<file path="src/hw/rtl/lmlt_pkg.sv">
package lmlt_pkg;

   localparam int CyclesW = 8;
   localparam int LineW = 8;
   localparam int LenW = 9;
   localparam int ClockW = 11;
   localparam int CsrIdxW = 3;
   localparam int CsrDataW = 9;

   // line where v-blank starts, and last line of the frame
   localparam logic [LineW-1:0] VISIBLE_LINES = 8'd144;
   localparam logic [LineW-1:0] LAST_LINE = 8'd153;

   typedef enum logic [1:0] {
      MODE_HBLANK = 2'd0,
      MODE_VBLANK = 2'd1,
      MODE_OAM    = 2'd2,
      MODE_VRAM   = 2'd3
   } mode_type;

   typedef enum logic [CsrIdxW-1:0] {
      CSR_DISPLAY_ENABLE  = 3'd0,
      CSR_LINE_COMPARE    = 3'd1,
      CSR_IRQ_ENABLE_MASK = 3'd2,
      CSR_STAT_SOURCES    = 3'd3,
      CSR_OAM_CYCLES      = 3'd4,
      CSR_VRAM_CYCLES     = 3'd5,
      CSR_HBLANK_CYCLES   = 3'd6,
      CSR_UNUSED          = 3'd7
   } csr_idx_type;

   // irq_enable_mask bits
   localparam int IrqEnVblank = 0;
   localparam int IrqEnStat = 1;
   // status_irq_sources bits
   localparam int SrcHblank = 0;
   localparam int SrcVblank = 1;
   localparam int SrcOam = 2;
   localparam int SrcCoin = 3;

   typedef struct packed {
      logic             display_enable;
      logic [LineW-1:0] line_compare;
      logic [1:0]       irq_enable_mask;
      logic [3:0]       status_irq_sources;
      logic [LenW-1:0]  oam_scan_cycles;
      logic [LenW-1:0]  vram_read_cycles;
      logic [LenW-1:0]  hblank_cycles;
   } csr_type;

   typedef struct packed {
      mode_type         mode;
      logic [LineW-1:0] line_number;
      logic             coincidence_flag;
      logic             render_strobe;
      logic             frame_done;
      logic             vblank_irq;
      logic             status_irq;
   } rsp_type;

endpackage

</file>
<file path="src/hw/rtl/lmlt_csr.sv">
module lmlt_csr (
   input  logic                          clock,
   input  logic                          reset,
   input  logic                          csr_wr_en,
   input  logic [lmlt_pkg::CsrIdxW-1:0]  csr_index,
   input  logic [lmlt_pkg::CsrDataW-1:0] csr_wdata,
   output lmlt_pkg::csr_type             csr
);
   import lmlt_pkg::*;

   csr_type csr_ff;
   csr_type csr_in;

   always_comb begin
      csr_in = csr_ff;
      if (csr_wr_en) begin
         unique case (csr_idx_type'(csr_index))
            CSR_DISPLAY_ENABLE:  csr_in.display_enable = csr_wdata[0];
            CSR_LINE_COMPARE:    csr_in.line_compare = csr_wdata[LineW-1:0];
            CSR_IRQ_ENABLE_MASK: csr_in.irq_enable_mask = csr_wdata[1:0];
            CSR_STAT_SOURCES:    csr_in.status_irq_sources = csr_wdata[3:0];
            CSR_OAM_CYCLES:      csr_in.oam_scan_cycles = csr_wdata[LenW-1:0];
            CSR_VRAM_CYCLES:     csr_in.vram_read_cycles = csr_wdata[LenW-1:0];
            CSR_HBLANK_CYCLES:   csr_in.hblank_cycles = csr_wdata[LenW-1:0];
            CSR_UNUSED:          csr_in = csr_ff;
         endcase
      end
   end

   always_ff @(posedge clock) begin
      if (reset) begin
         csr_ff.display_enable     <= 1'b1;
         csr_ff.line_compare       <= '0;
         csr_ff.irq_enable_mask    <= '0;
         csr_ff.status_irq_sources <= '0;
         csr_ff.oam_scan_cycles    <= 9'd80;
         csr_ff.vram_read_cycles   <= 9'd172;
         csr_ff.hblank_cycles      <= 9'd204;
      end else begin
         csr_ff <= csr_in;
      end
   end

   assign csr = csr_ff;

endmodule

</file>
<file path="src/hw/rtl/lmlt_in_stage.sv">
module lmlt_in_stage (
   input  logic                         clock,
   input  logic                         reset,
   input  logic                         req_valid,
   output logic                         req_ready,
   input  logic [lmlt_pkg::CyclesW-1:0] req_cycles,
   input  logic                         advance,
   output logic                         item_valid,
   output logic [lmlt_pkg::CyclesW-1:0] item_cycles
);
   import lmlt_pkg::*;

   logic               valid_ff;
   logic               valid_in;
   logic [CyclesW-1:0] cycles_ff;
   logic               take;

   // accept when empty or when the held item moves on this cycle
   assign req_ready = !valid_ff || advance;
   assign take = req_valid && req_ready;
   assign valid_in = take || (valid_ff && !advance);

   always_ff @(posedge clock) begin
      if (reset) begin
         valid_ff <= 1'b0;
      end else begin
         valid_ff <= valid_in;
      end
   end

   always_ff @(posedge clock) begin
      if (take) begin
         cycles_ff <= req_cycles;
      end
   end

   assign item_valid = valid_ff;
   assign item_cycles = cycles_ff;

endmodule

</file>
<file path="src/hw/rtl/lmlt_step.sv">
module lmlt_step (
   input  logic                         clock,
   input  logic                         reset,
   input  logic                         step_en,
   input  logic [lmlt_pkg::CyclesW-1:0] cycles,
   input  lmlt_pkg::csr_type            csr,
   output lmlt_pkg::rsp_type            rsp
);
   import lmlt_pkg::*;

   logic [ClockW-1:0] clock_ff, clock_in;
   mode_type          mode_ff, mode_in;
   logic [LineW-1:0]  line_ff, line_in;
   mode_type          rep_ff, rep_in;
   logic              coin_ff, coin_in;

   logic [ClockW-1:0] clock_sum;
   logic [ClockW-1:0] vblank_len;
   logic [LineW:0]    line_inc;
   logic              stat_on;

   assign clock_sum = clock_ff + ClockW'(cycles);
   assign vblank_len = ClockW'(csr.hblank_cycles) + ClockW'(csr.vram_read_cycles)
                       + ClockW'(csr.oam_scan_cycles);
   assign line_inc = {1'b0, line_ff} + 9'd1;
   assign stat_on = csr.irq_enable_mask[IrqEnStat];

   always_comb begin
      clock_in = clock_ff;
      mode_in  = mode_ff;
      line_in  = line_ff;
      rep_in   = rep_ff;
      coin_in  = coin_ff;
      rsp.render_strobe = 1'b0;
      rsp.frame_done    = 1'b0;
      rsp.vblank_irq    = 1'b0;
      rsp.status_irq    = 1'b0;
      if (!csr.display_enable) begin
         // hold the reported mode, park in v-blank on line 0
         clock_in = '0;
         mode_in  = MODE_VBLANK;
         line_in  = '0;
      end else begin
         clock_in = clock_sum;
         unique case (mode_ff)
            MODE_OAM: begin
               if (clock_sum >= ClockW'(csr.oam_scan_cycles)) begin
                  mode_in  = MODE_VRAM;
                  clock_in = '0;
               end
            end
            MODE_VRAM: begin
               if (clock_sum >= ClockW'(csr.vram_read_cycles)) begin
                  mode_in  = MODE_HBLANK;
                  clock_in = '0;
                  rsp.render_strobe = 1'b1;
                  if (stat_on && csr.status_irq_sources[SrcHblank]) begin
                     rsp.status_irq = 1'b1;
                  end
                  if (line_inc == {1'b0, csr.line_compare}) begin
                     coin_in = 1'b1;
                     if (csr.status_irq_sources[SrcCoin]) begin
                        rsp.status_irq = 1'b1;
                     end
                  end else begin
                     coin_in = 1'b0;
                  end
               end
            end
            MODE_HBLANK: begin
               if (clock_sum >= ClockW'(csr.hblank_cycles)) begin
                  line_in  = line_inc[LineW-1:0];
                  clock_in = '0;
                  if (line_inc[LineW-1:0] == VISIBLE_LINES) begin
                     rsp.frame_done = 1'b1;
                     rsp.vblank_irq = csr.irq_enable_mask[IrqEnVblank];
                     if (stat_on && csr.status_irq_sources[SrcVblank]) begin
                        rsp.status_irq = 1'b1;
                     end
                     mode_in = MODE_VBLANK;
                  end else begin
                     mode_in = MODE_OAM;
                  end
               end
            end
            MODE_VBLANK: begin
               if (clock_sum >= vblank_len) begin
                  clock_in = '0;
                  if (line_inc > {1'b0, LAST_LINE}) begin
                     if (stat_on && csr.status_irq_sources[SrcOam]) begin
                        rsp.status_irq = 1'b1;
                     end
                     mode_in = MODE_OAM;
                     line_in = '0;
                  end else begin
                     line_in = line_inc[LineW-1:0];
                  end
               end
            end
         endcase
         rep_in = mode_in;
      end
      rsp.mode             = rep_in;
      rsp.line_number      = line_in;
      rsp.coincidence_flag = coin_in;
   end

   always_ff @(posedge clock) begin
      if (reset) begin
         clock_ff <= '0;
         mode_ff  <= MODE_HBLANK;
         line_ff  <= '0;
         rep_ff   <= MODE_HBLANK;
         coin_ff  <= 1'b0;
      end else if (step_en) begin
         clock_ff <= clock_in;
         mode_ff  <= mode_in;
         line_ff  <= line_in;
         rep_ff   <= rep_in;
         coin_ff  <= coin_in;
      end
   end

endmodule

</file>
<file path="src/hw/rtl/lcd_mode_line_timer.sv">
// Path: an accepted item lands in the input register, then passes once through the
//   mode/line step logic into the result register, which drives the rsp ports until
//   the result is taken.
// Throughput: one item per cycle while rsp_ready is high; both registers stay full
//   under continuous flow, as the result slot refills in the same cycle it is taken.
// Reset: synchronous, active high; clears timer state to h-blank, line 0, clock 0,
//   empties both stages and loads the register defaults (enabled, lengths 80/172/204).
module lcd_mode_line_timer (
   input  logic                          clock,
   input  logic                          reset,
   input  logic                          req_valid,
   output logic                          req_ready,
   input  logic [lmlt_pkg::CyclesW-1:0]  req_cycles,
   output logic                          rsp_valid,
   input  logic                          rsp_ready,
   output logic [1:0]                    rsp_mode,
   output logic [lmlt_pkg::LineW-1:0]    rsp_line_number,
   output logic                          rsp_coincidence_flag,
   output logic                          rsp_render_strobe,
   output logic                          rsp_frame_done,
   output logic                          rsp_vblank_irq,
   output logic                          rsp_status_irq,
   input  logic                          csr_wr_en,
   input  logic [lmlt_pkg::CsrIdxW-1:0]  csr_index,
   input  logic [lmlt_pkg::CsrDataW-1:0] csr_wdata
);
   import lmlt_pkg::*;

   csr_type            csr;
   logic               item_valid;
   logic [CyclesW-1:0] item_cycles;
   logic               advance;
   rsp_type            step_rsp;
   rsp_type            rsp_ff;
   logic               out_valid_ff;
   logic               out_valid_in;

   // configuration registers; the user must write them only while idle, the block does not enforce it
   lmlt_csr u_csr (
      .clock     (clock),
      .reset     (reset),
      .csr_wr_en (csr_wr_en),
      .csr_index (csr_index),
      .csr_wdata (csr_wdata),
      .csr       (csr)
   );

   // input register: holds one item until the result slot can take it
   lmlt_in_stage u_in (
      .clock       (clock),
      .reset       (reset),
      .req_valid   (req_valid),
      .req_ready   (req_ready),
      .req_cycles  (req_cycles),
      .advance     (advance),
      .item_valid  (item_valid),
      .item_cycles (item_cycles)
   );

   // advance the held item when the result slot is empty or drains this cycle;
   // timer state commits at the same edge so each item steps it exactly once
   assign advance = item_valid && (!out_valid_ff || rsp_ready);

   lmlt_step u_step (
      .clock   (clock),
      .reset   (reset),
      .step_en (advance),
      .cycles  (item_cycles),
      .csr     (csr),
      .rsp     (step_rsp)
   );

   // result register: hold the result until taken, refill in the same cycle
   assign out_valid_in = advance || (out_valid_ff && !rsp_ready);

   always_ff @(posedge clock) begin
      if (reset) begin
         out_valid_ff <= 1'b0;
      end else begin
         out_valid_ff <= out_valid_in;
      end
   end

   always_ff @(posedge clock) begin
      if (advance) begin
         rsp_ff <= step_rsp;
      end
   end

   assign rsp_valid            = out_valid_ff;
   assign rsp_mode             = rsp_ff.mode;
   assign rsp_line_number      = rsp_ff.line_number;
   assign rsp_coincidence_flag = rsp_ff.coincidence_flag;
   assign rsp_render_strobe    = rsp_ff.render_strobe;
   assign rsp_frame_done       = rsp_ff.frame_done;
   assign rsp_vblank_irq       = rsp_ff.vblank_irq;
   assign rsp_status_irq       = rsp_ff.status_irq;

   // a stepped item always lands in the result register
   a_advance_fills: assert property (@(posedge clock) disable iff (reset)
      advance |=> rsp_valid)
      else $error("stepped item did not reach the result register");

   // frame_done is reported only with v-blank on the first invisible line
   a_frame_line: assert property (@(posedge clock) disable iff (reset)
      (rsp_valid && rsp_frame_done) |->
         (rsp_mode == MODE_VBLANK && rsp_line_number == VISIBLE_LINES))
      else $error("frame_done without v-blank entry");

   // a render strobe means VRAM read just ended into h-blank
   a_strobe_hblank: assert property (@(posedge clock) disable iff (reset)
      (rsp_valid && rsp_render_strobe) |-> (rsp_mode == MODE_HBLANK && !rsp_frame_done))
      else $error("render strobe outside h-blank entry");

   // the v-blank interrupt only accompanies v-blank entry
   a_virq_frame: assert property (@(posedge clock) disable iff (reset)
      (rsp_valid && rsp_vblank_irq) |-> rsp_frame_done)
      else $error("v-blank interrupt without frame_done");

endmodule

</file>
<file path="config.mk">
export PLATFORM = sky130hd
export DESIGN_NAME = lcd_mode_line_timer
export DESIGN_NICKNAME = d
export VERILOG_FILES = /design/src/hw/rtl/lmlt_pkg.sv /design/src/hw/rtl/lmlt_csr.sv /design/src/hw/rtl/lmlt_in_stage.sv /design/src/hw/rtl/lmlt_step.sv /design/src/hw/rtl/lcd_mode_line_timer.sv
export SDC_FILE = /design/constraint.sdc
export NUM_CORES = 1
export LEC_CHECK = 0
export BUFFER_PORTS_ARGS = -buffer_cell sky130_fd_sc_hd__clkbuf_2
export CAP_MARGIN = 10
export CORE_AREA = 2 2 123 125
export CTS_BUF_LIST = sky130_fd_sc_hd__clkbuf_4 sky130_fd_sc_hd__clkbuf_8
export DETAILED_ROUTE_END_ITERATION = 12
export DIE_AREA = 0 0 125 127
export PLACE_DENSITY = 0.57
export SLEW_MARGIN = 15
export SYNTH_ARGS = -nofsm -noshare
export SYNTH_HDL_FRONTEND = slang
export SYNTH_SLANG_ARGS = --single-unit
</file>
<file path="constraint.sdc">
create_clock -name clock -period 5.7 [get_ports clock]
set_input_delay 0.285 -clock clock [delete_from_list [all_inputs] [get_ports clock]]
set_output_delay 0.285 -clock clock [all_outputs]
set_load 0.01 [all_outputs]
</file>
=== After elaboration in Yosys (flattened, before gate mapping) ===
Cells that the tools add are included.

* Flip-flop bits (word level): 91
* Latch bits: 0
* Memory bits (writable): 0
* Bits in read-only memories: 0
* Bits of input ports: 25
* Output and inout port bits: 17
* Logic and storage cells: 105
* Memories: 0

* Add/subtract/negate cells: 4
* $mul: 0
* Divide/modulo/power cells: 0
* Order comparisons: 5
* Eq/ne operators: 11
* Shift operators: 0
* Multiplexer cells: 36
* Bitwise logic cells: 0
* Reductions and logical operators: 27

{| class="wikitable"
|+ Operators with widths
! kind !! number
|-
| $mux 11 || 5
|-
| $pmux 11 s4 || 1
|-
| $ge 11x9->1 || 3
|-
| $mux 8 || 4
|-
| $mux 2 || 8
|-
| $pmux 8 s2 || 1
|-
| $reduce_and 2->1 || 8
|-
| $mux 1 || 14
|-
| $add 11x8->11 || 1
|-
| $add 11x9->11 || 1
|-
| $ge 11x11->1 || 1
|-
| $add 9x9->10 || 1
|-
| $add 8x1->9 const B || 1
|-
| $eq 3x3->1 const B || 3
|-
| $eq 9x8->1 || 1
|-
| $gt 9x8->1 const B || 1
|-
| $eq 8x8->1 const B || 1
|-
| $pmux 2 s4 || 1
|-
| $logic_and 1x1->1 || 7
|-
| $eq 3x2->1 const B || 2
|-
| $eq 2x2->1 const B || 2
|-
| $logic_not 1->1 || 4
|-
| $logic_or 1x1->1 || 4
|-
| $reduce_and 4->1 || 1
|-
| other kinds (7) || 7
|}

=== Depth between registers and ports, before layout ===
Gate-level depths: netlist of run 1.

* Depth after elaboration: 6
* Mapped depth: 26
* Depth with buffers taken out: 25

=== Hierarchy ===
Synthesis of run 1 repeated with hierarchy kept, for this count alone.

* Cells, all modules: 682
* Area total of the unflattened synthesis: 6443.7 um^2

{| class="wikitable"
|+ By module, submodules not included
! module !! times used !! cells each !! area each (um^2) !! sequential area each (um^2)
|-
| lmlt_step || 1 || 485 || 3868.7 || 480.5
|-
| lmlt_csr || 1 || 164 || 1774.2 || 840.8
|-
| lcd_mode_line_timer || 1 || 20 || 505.5 || 470.5
|-
| lmlt_in_stage || 1 || 13 || 295.3 || 260.2
|}

=== Worst setup path before layout of run 1 ===
No wires, ideal clock.

* Path type: reg-to-reg
* Start point: register u_csr.csr_ff (netlist bit u_csr.csr[0])
* End point: register rsp_ff (netlist bit rsp_status_irq) (data pin)
* Library setup time: 0.264 ns
* Arrival: 4.061 ns
* Data required time: 5.436 ns
* Setup slack: 1.375 ns
* Cell stages (with the launch flop): 24
* Buffers on the path: 0
* Cell sequence: dfxtp_1 -> ha_1 -> inv_1 -> fa_1 -> nor2b_1 -> o21ai_0 -> a21boi_0 -> o21a_1 -> nor2_1 -> xnor2_1 -> ha_1 -> a21boi_0 -> o21ai_0 -> a21boi_0 -> a21o_1 -> ha_1 -> a21o_1 -> a21o_1 -> a21oi_1 -> o21ai_1 -> and2_1 -> and4_1 -> o21ai_0 -> a31oi_1

* Longest elaborated chain between the ends: 5
* Elaborated cells between the ends (all ways): 7
* Those cells by class: add/sub: 2; order compare: 2; mux: 3

{| class="wikitable"
|+ RTL lines
! what !! line !! text
|-
| from (decl) || lmlt_csr.sv:11 || <nowiki>csr_type csr_ff;</nowiki>
|-
| from (signal assigned) || lmlt_csr.sv:40 || <nowiki>csr_ff <= csr_in;</nowiki>
|-
| $add 9x9->10 || lmlt_step.sv:23 || <nowiki>assign vblank_len = ClockW'(csr.hblank_cycles) + ClockW'(csr.vram_read_cycles)</nowiki>
|-
| $add 11x9->11 || lmlt_step.sv:24 || <nowiki>+ ClockW'(csr.oam_scan_cycles);</nowiki>
|-
| $ge 11x11->1 || lmlt_step.sv:87 || <nowiki>if (clock_sum >= vblank_len) begin</nowiki>
|-
| $mux 1 || lmlt_step.sv:87 ||
|-
| $pmux 1 s3 (*) || lmlt_step.sv:45 || <nowiki>unique case (mode_ff)</nowiki>
|-
| to (signal assigned) || lcd_mode_line_timer.sv:86 || <nowiki>rsp_ff <= step_rsp;</nowiki>
|-
| to (decl) || lcd_mode_line_timer.sv:34 || <nowiki>rsp_type rsp_ff;</nowiki>
|}

Mark *: on every way between the ends. The rest lies on a longest branch, timed or not.
A chain may end at the register's enable or synchronous reset.

=== Final worst setup path of run 1 ===
* Start point: register u_csr.csr_ff (netlist bit u_csr.csr[9])
* End point: register u_step.clock_ff[8]

* Longest elaborated chain between the ends: 6
* Elaborated cells between the ends (all ways): 8
* Those cells by class: add/sub: 2; order compare: 2; mux: 4

{| class="wikitable"
|+ RTL lines
! what !! line !! text
|-
| $add 9x9->10 || lmlt_step.sv:23 ||
|-
| $add 11x9->11 || lmlt_step.sv:24 ||
|-
| $ge 11x11->1 || lmlt_step.sv:87 ||
|-
| $mux 11 || lmlt_step.sv:87 ||
|-
| $pmux 11 s4 (*) || lmlt_step.sv:45 ||
|-
| $mux 11 (*) || lmlt_step.sv:38 || <nowiki>if (!csr.display_enable) begin</nowiki>
|-
| to (signal assigned) || lmlt_step.sv:116 || <nowiki>clock_ff <= clock_in;</nowiki>
|-
| to (decl) || lmlt_step.sv:11 || <nowiki>logic [ClockW-1:0] clock_ff, clock_in;</nowiki>
|}

Marks and branches as above.

==> metrics list, run 1 <==
* Largest net degree at the start of global routing: 39
- Commonest cells post-synth: sky130_fd_sc_hd__dfxtp_1, sky130_fd_sc_hd__ha_1, sky130_fd_sc_hd__nand2_1
- Detailed-placement wirelength estimate: about 11000 microns
* CORE AREA: ~14000 sq um
* Max-slew violation count: 0
* Count of unresolved DRC violations after routing: 0
- Vertical die dimension: about 130 microns
* HP Class: input port to flop
* Layout filler cell count: ~1400
- In the global route stage, overall resource usage came out at 19.5%.
- Internal power comes to roughly 1.0 mW.
* Share of the yosys chip area belonging to registers: between 30 and 40%
- For this block, the routed nets add up to roughly 15000 microns of wire.
- The synthesized netlist devotes about 15% of its cell area to adder and majority cells.
- Stage delay of the slowest cell on the critical path: roughly 550 ps
* Main synth FF type: sky130_fd_sc_hd__dfxtp_1
- Setup violations remaining at the end of the flow were counted as 0.
- Kind of critical path: flop to flop
- Layout-stage area growth over the synthesis result: 9.75%
- Cell Pwr Density: 245 nW/um^2
- After Yosys synthesis, and, or, nand and nor cells account for 16.2% of the synthesized area.
- Origin of the critical flop-to-flop path: u_csr.csr[9]$_SDFFE_PP0P_
* Antenna violation net count after detailed routing: 0
- Combinational family with the most area after synthesis: compound AO/OA/AOI/OAI gates
- GP Congestion: just under 0.9
* Antenna Diode Count: 0
* Iter 0 DRT Violations: 312
* Hold Slack: ~73 ps
- IR Drop Worst-Case VDD: about 0.00015 V
- Summed over all cells, the static leakage comes to 2.71 nW.
- Hold violation total from the final report: 0
* Wire length of the first global-routing pass: between 20000 and 30000 microns
- Area of the mapped netlist: just under 6000 sq um
- Clock slew at reported path FFs: roughly 90 ps
* Share of async-settable or async-resettable flops after synthesis: 0%
- The run finished with clean final reports.
- The critical path starts at u_csr.csr[9]$_SDFFE_PP0P_.
- The net count of the finished layout is between 800 and 900.
* H-tree depth: 3
* Unrepaired setup endpoints after global routing: no
* Hold-fix buffers, CTS: 0
- Summed over all failing endpoints, the final setup total negative slack is 0 ps.
- Synth Area per Inst: 8.79 sq um
* Origin of the worst min-delay path: req_cycles[2]
- Of the post-synthesis cell area, the dominant cell type holds between 20 and 25%.
- Horizontal die dimension: approximately 130 microns
- Seq pwr share: around 45%
- At the pin with the least slew margin, the transition time is 1010 ps.
* Via count of the first global-routing pass: between 4000 and 5000
- In this run the power spent charging and discharging nets is ~550 uW.
* Average routed wire per standard cell: 16.7 microns
- TritonCTS built the clock tree.
- GR Overflow Total: 0
- Type of origin of the critical path: flop
* Endpoint type of the worst setup path: flop
- Initial Util: 41.3%
* Avg Vias per Cell: 5.58
- Total via count in the routed design: about 5000
- During placement, the flow inserted port buffers numbering slightly above 40.
* Data arrival time of the critical path: about 5400 ps
- Num ports: 42
- Clock share of power: a little over a quarter
* Share of the synthesized area in compound gates (AO/OA/AOI/OAI): between 20% and 30%
- Synthesized net count: 771
- Prior to clock tree synthesis, the placed netlist has a worst setup slack of around 600 ps.
* Count of unique library cells instantiated by Yosys: 67
- Combinational logic burns 28.5% of the power.
* Proportion of synthesized area in mux cells: 4.90%
* Post-layout min period: ~5100 ps
* Slowest cell on the critical path: sky130_fd_sc_hd__and3_1
- The worst pin sits at a relative slew slack of about 33%.
- Summing the areas of all xor and xnor instances in the mapped netlist gives 4.27% of the synthesized area.
- The clock arrives with roughly 16 ps of skew.
- The root buffer cell chosen for the clock tree is sky130_fd_sc_hd__clkbuf_8.
- Tot Pwr: about 1.6 mW
- Final WS setup: 585 ps
- Count of clock tree sinks: 91
- Cell count after synthesis: about 680
- Share of post-route cells with drive strength above 1: between 10% and 20%
- Std cell rows: 44
- Number of flops mapped to enable cells by yosys: 23
* Maximum clock frequency: a little under 0.2 GHz
* Switching share of power: approximately a third
- Max cap viols: 0
- The clock passes through at most 2 buffers.
- Clock tree synthesis inserted a total of 9 buffers.
* Synthesis warning total: 0
- Buffer count from post-CTS setup fixing: 0
- Cell types occupying the most area after synthesis: sky130_fd_sc_hd__dfxtp_1, sky130_fd_sc_hd__ha_1, sky130_fd_sc_hd__edfxtp_1
- The initial antenna violation count is 0.
- Walking the worst path, the cells encountered are ha_1 -> inv_1 -> fa_1 -> nor2b_1 -> o21ai_0 -> a21boi_0 -> nor2_1 -> ha_1 -> inv_1 -> a21oi_1 -> o21ai_0 -> a21boi_0 -> o21ai_0 -> a21boi_0 -> a21o_1 -> ha_1 -> a21o_1 -> a21o_1 -> a21oi_1 -> o211ai_1 -> o311ai_2 -> and3_1 -> a22o_1.
* Critical path data required time: 6020 ps
- Register bit count reported by yosys: 91
* Most frequent cell after synthesis: sky130_fd_sc_hd__dfxtp_1
* Cells resized by post-CTS repair: 0
- Worst-path maximum fanout: 11
- The floorplan step defined a die boundary enclosing approximately 16000 sq um.
* Leading area contributor after synthesis: sky130_fd_sc_hd__dfxtp_1
* Initial DRT Pass Iterations: 4
- After layout, the worst path uses between 80% and 90% of the clock period.
- Worst-Skew Late Latency: about 400 ps
## cell type report
class | count | area, sq um | area share [%]
clock buffer | 10 | 138 | 2.11
clock inverter | 6 | 47.5 | 0.728
inverter | 48 | 180 | 2.76
multi-input combinational | 509 | 3620 | 55.4
sequential | 91 | 2050 | 31.4
tap | 184 | 230 | 3.52
timing repair buffer | 49 | 265 | 4.06
## metrics by stage
| stage | util [%] | std cells | cell area, sq um |
|---|---|---|---|
| detailed placement | 43.9 | 881 | 6340 |
| global route | 45.3 | 897 | 6530 |
| global placement | 43.9 | 881 | 6340 |
| finish | 45.3 | 897 | 6530 |
| CTS | 45.2 | 897 | 6520 |
| floorplan | - | 677 | 5950 |
## sequential cells by signal, summed over array words and instances, names as in the netlist
name and count:
rsp_valid 1, rsp_frame_done 1, rsp_coincidence_flag 1, u_in.item_valid 1, u_step.rep_ff 2, u_in.item_cycles 8
u_step.clock_ff 11, rsp_mode 2, rsp_status_irq 1, u_step.mode_ff 2, u_csr.csr 42, u_step.line_ff 8
rsp_vblank_irq 1, rsp_line_number 8, u_step.coin_ff 1, rsp_render_strobe 1
## power by group through the flow
stage	combinational [mW]	clock (mW)	sequential, mW
after floorplan	0.318	0	0.720
after detailed placement	0.451	0	0.727
after global placement	0.440	0	0.726
final	0.456	0.433	0.712
after global routing	0.520	0.472	0.716
after CTS	0.454	0.446	0.712
## kinds of logic (layout without fill, tap and decap cells)
kind of cell / count (synthesis) / in the layout
fa+ha+maj: 69 / 69
xor+xnor: 29 / 29
compound gates: 180 / 180
flops: 91 / 91
buf+inv: 77 / 113
mux: 29 / 29
simple gates: 202 / 202
## final timing paths
path / endpoint / slack (ps) / cells past startpoint
max: u_step.clock_ff[8]$_SDFFE_PP0P_ / 590 / 23
min: u_in.item_cycles[2]$_DFFE_PP_ / 70 / 1
max reg2reg: u_step.clock_ff[8]$_SDFFE_PP0P_ / 590 / 23
min reg2reg: u_step.rep_ff[0]$_SDFFE_PP0P_ / 480 / 2
## placed cells by master (no fill, tap or decap), types with 4 or more instances in the layout
cell type,count
sky130_fd_sc_hd__a31oi_1,4
sky130_fd_sc_hd__nand2_1,63
sky130_fd_sc_hd__a211o_1,5
sky130_fd_sc_hd__dfxtp_1,68
sky130_fd_sc_hd__xnor2_1,18
sky130_fd_sc_hd__a211oi_1,5
sky130_fd_sc_hd__buf_4,8
sky130_fd_sc_hd__clkbuf_2,41
sky130_fd_sc_hd__clkbuf_8,10
sky130_fd_sc_hd__o211ai_1,17
sky130_fd_sc_hd__and2_1,5
sky130_fd_sc_hd__mux2i_1,28
sky130_fd_sc_hd__edfxtp_1,23
sky130_fd_sc_hd__nand2b_1,9
sky130_fd_sc_hd__nand4_1,7
sky130_fd_sc_hd__nand3_1,17
sky130_fd_sc_hd__a21o_1,13
sky130_fd_sc_hd__nor2_1,55
sky130_fd_sc_hd__o2111ai_1,4
sky130_fd_sc_hd__inv_1,47
sky130_fd_sc_hd__a21oi_1,47
sky130_fd_sc_hd__ha_1,66
sky130_fd_sc_hd__or3_1,8
sky130_fd_sc_hd__o21ai_0,39
sky130_fd_sc_hd__xor2_1,11
sky130_fd_sc_hd__a22o_1,13
sky130_fd_sc_hd__nor2b_1,8
sky130_fd_sc_hd__nor3_1,9
## worst max-delay path: cells and delay by family, from the launching register on
kind,cells,cell delay [ps]
flops,1,370
buf+inv,2,130
simple gates,3,760
compound gates,14,2640
fa+ha+maj,4,1160
## metal layers
layer  GRT usage [%]  vias up  wire length (microns)
met2            32.2      101                   7040
met3            3.56       22                    627
li1                -     2508                      -
met1            25.5     2370                   6980
met5               0        -                      0
met4            7.58        0                    352
Power figures use the tool's default switching activity.
==> run 2, diff against run 1 <==
--- a/config.mk
+++ b/config.mk
@@ -12,6 +12,7 @@
 export DETAILED_ROUTE_END_ITERATION = 12
 export DIE_AREA = 0 0 125 127
 export PLACE_DENSITY = 0.57
+export RECOVER_POWER = 50
 export SLEW_MARGIN = 15
 export SYNTH_ARGS = -nofsm -noshare
 export SYNTH_HDL_FRONTEND = slang
==> metrics list, run 2 (synthesized netlist as in run 1, its figures left out) <==
* Overall routed net length: 15100 microns (+0.36%)
* GP Congestion: 0.879 (unchanged)
- Final period util: 90.0% (+0.29 points)
* Worst-path maximum fanout: 11 (unchanged)
- The length of the first detailed-routing pass in iterations is 5 (+1).
- HP Class: input port to flop
- Setup slack of the worst register-to-register path: 570 ps (-20 ps)
* Maximum clock frequency: 0.195 GHz (-0.32%)
* Num ports: 42 (unchanged)
- The data required time of the worst path came to 6020 ps (about the same).
- The number of flip-flops under the largest register name is 42 (unchanged).
- Total via count in the routed design: 5037 (+0.72%)
- The post-cts sizing count came to 0 (unchanged).
- The area of combinational cells with multiple inputs came to 3610 sq um (-0.28%).
- The worst slack at placement is 603 ps (unchanged).
* Commonest non-fill, non-tap cell in the layout: sky130_fd_sc_hd__dfxtp_1
- The buffer levels on the longest clock path was 2 (unchanged).
* Antenna violation net count after detailed routing: 0 (unchanged)
- The checks that failed: capacitance limit, slew limit.
- The average via count per standard cell was 5.62 (+0.72%).
* Average routed wire per standard cell: 16.8 microns (+0.36%)
* CORE AREA: 14400 sq um (unchanged)
- The leakage power figure was 2.65 nW (-2.2%).
* Initial Util: 41.3% (unchanged)
- Data arrival time of the critical path: 5450 ps (about the same)
* Count of clock tree sinks: 91 (unchanged)
* Origin of the worst min-delay path: req_cycles[2]
- The detailed-placement wirelength estimate is 11300 microns (unchanged).
- Seq. cell area: 2050 sq um (unchanged)
* Hold violation total from the final report: 0 (unchanged)
- Vertical die dimension: 127 microns (unchanged)
* Origin of the critical flop-to-flop path: u_csr.csr[9]$_SDFFE_PP0P_
* Largest net degree at the start of global routing: 39 (unchanged)
- The max capacitance violation total was 1 (+1).
- The number of levels in the clock H-tree came to 3 (unchanged).
- Number of buffers inserted during clock tree synthesis: 9 (unchanged)
- The setup path with the least slack is of type flop to flop.
- Buffer count from post-CTS setup fixing: 0 (unchanged)
* Share of post-route cells with drive strength above 1: 7.99% (-3.1 points)
- End of the worst register-to-register path: u_step.clock_ff[8]$_SDFFE_PP0P_
- Via count of the first global-routing pass: 4992 (unchanged)
- The die width was 125 microns (unchanged).
- Max transition margin: -12.8% (-45 points)
* # port buffers: 41 (unchanged)
- Termination of the worst setup path: u_step.clock_ff[8]$_SDFFE_PP0P_
- Iter 0 DRT Violations: 312 (unchanged)
- The total design power came to 1.60 mW (-0.16%).
* Area of the die: 15900 sq um (unchanged)
- GR Overflow Total: 0 (unchanged)
* Max-slew violation count: 12 (+12)
- Result of the run: complete, but fails checks
* Unrepaired setup endpoints after global routing: no
* Final WS setup: 569 ps (-16.3 ps)
- The actual transition at the worst max-transition pin was 1680 ps (+673 ps).
- The clock slew seen by the registers of the worst setup and hold paths came to 90 ps (about the same).
- The number of hold buffers added after CTS came to 0 (unchanged).
* Cell Pwr Density: 246 nW/um^2 (+0.40%)
* Layout-stage area growth over the synthesis result: 9.14%
- STA classifies the critical path endpoint as a flop.
* TritonCTS clock tree: built
* Antenna violations before repair: 0 (unchanged)
* Antenna Diode Count: 0 (unchanged)
- Wire length of the first global-routing pass: 25000 microns (unchanged)
- The net count of the finished layout is 802 (unchanged).
* Setup Total Neg Slack: 0 ps (unchanged)
- The overall global routing resource usage is 19.5% (unchanged).
- The clock insertion delay at the later pin of the skew report was 390 ps (about the same).
* Hold Slack: 75.4 ps (+2.83 ps)
* Clock skew after layout: 14.6 ps (-0.900 ps)
* Layout filler cell count: 1443 (+0.56%)
- Type of origin of the critical path: flop
* Std cell rows: 44 (unchanged)
- The maximum VDD drop came to 0.000147 V (-0.11%).
- The library cells used most frequently in the layout, excluding fill and tap cells, are sky130_fd_sc_hd__dfxtp_1, sky130_fd_sc_hd__ha_1, sky130_fd_sc_hd__nand2_1, sky130_fd_sc_hd__nor2_1.
- Post-layout min period: 5130 ps (+16.3 ps)
- The most critical setup path has its startpoint at u_csr.csr[9]$_SDFFE_PP0P_.
- The fraction of the core area covered by cells at the end of the flow came to 45.0% (-0.25 points).
* Final setup violation count: 0 (unchanged)
- The DRC violations left was 0 (unchanged).
* Number of cells on the worst reg-to-reg path: 23 (unchanged)
- Cell at the root of the clock tree: sky130_fd_sc_hd__clkbuf_8
run 2: per-stage QoR:
step	instances	area [sq um]
2_1_floorplan	677	5950
3_3_place_gp	881	6340
3_5_place_dp	881	6340
4_1_cts	897	6520
5_1_grt	897	6500
6_report	897	6500
run 2: final cells by class:
type	instances	area share, %
multi-input combinational	509	55.6
sequential	91	31.6
timing repair buffer	49	3.68
tap	184	3.54
inverter	48	2.77
clock buffer	10	2.12
clock inverter	6	0.732
run 2: worst min path at each step:
stage	end	slack, ps	cells past startpoint
finish	u_in.item_cycles[2]$_DFFE_PP_	80	1
global route	u_in.item_cycles[0]$_DFFE_PP_	60	1
CTS	u_in.item_cycles[6]$_DFFE_PP_	60	1
detailed placement	u_in.item_cycles[6]$_DFFE_PP_	460	1
global placement	u_csr.csr[31]$_SDFFE_PP0P_	460	2
floorplan	u_in.item_cycles[0]$_DFFE_PP_	380	0
run 2: routing by layer:
metal | GRT usage [%] | vias to the layer above | wire [microns]
li1 | - | 2506 | -
met1 | 25.5 | 2393 | 7030
met2 | 32.2 | 110 | 7040
met3 | 3.56 | 28 | 568
met4 | 7.58 | 0 | 420
met5 | 0 | - | 0
run 2: critical path: stages (launching register included):
cell and delay, ps:
sky130_fd_sc_hd__dfxtp_1 370, sky130_fd_sc_hd__ha_1 180, sky130_fd_sc_hd__inv_1 50, sky130_fd_sc_hd__fa_1 400
sky130_fd_sc_hd__nor2b_1 120, sky130_fd_sc_hd__o21ai_0 100, sky130_fd_sc_hd__a21boi_0 270, sky130_fd_sc_hd__nor2_1 90
sky130_fd_sc_hd__ha_1 300, sky130_fd_sc_hd__inv_1 80, sky130_fd_sc_hd__a21oi_1 50, sky130_fd_sc_hd__o21ai_0 240
sky130_fd_sc_hd__a21boi_0 130, sky130_fd_sc_hd__o21ai_0 240, sky130_fd_sc_hd__a21boi_0 150, sky130_fd_sc_hd__a21o_1 170
sky130_fd_sc_hd__ha_1 290, sky130_fd_sc_hd__a21o_1 190, sky130_fd_sc_hd__a21o_1 170, sky130_fd_sc_hd__a21oi_1 210
sky130_fd_sc_hd__o211ai_1 210, sky130_fd_sc_hd__o311ai_2 310, sky130_fd_sc_hd__and3_1 550, sky130_fd_sc_hd__a22o_1 210
run 2: power breakdown:
part / switching, mW / internal (mW)
Combinational: 0.273 / 0.181
Clock: 0.258 / 0.174
Sequential: 0.0219 / 0.690
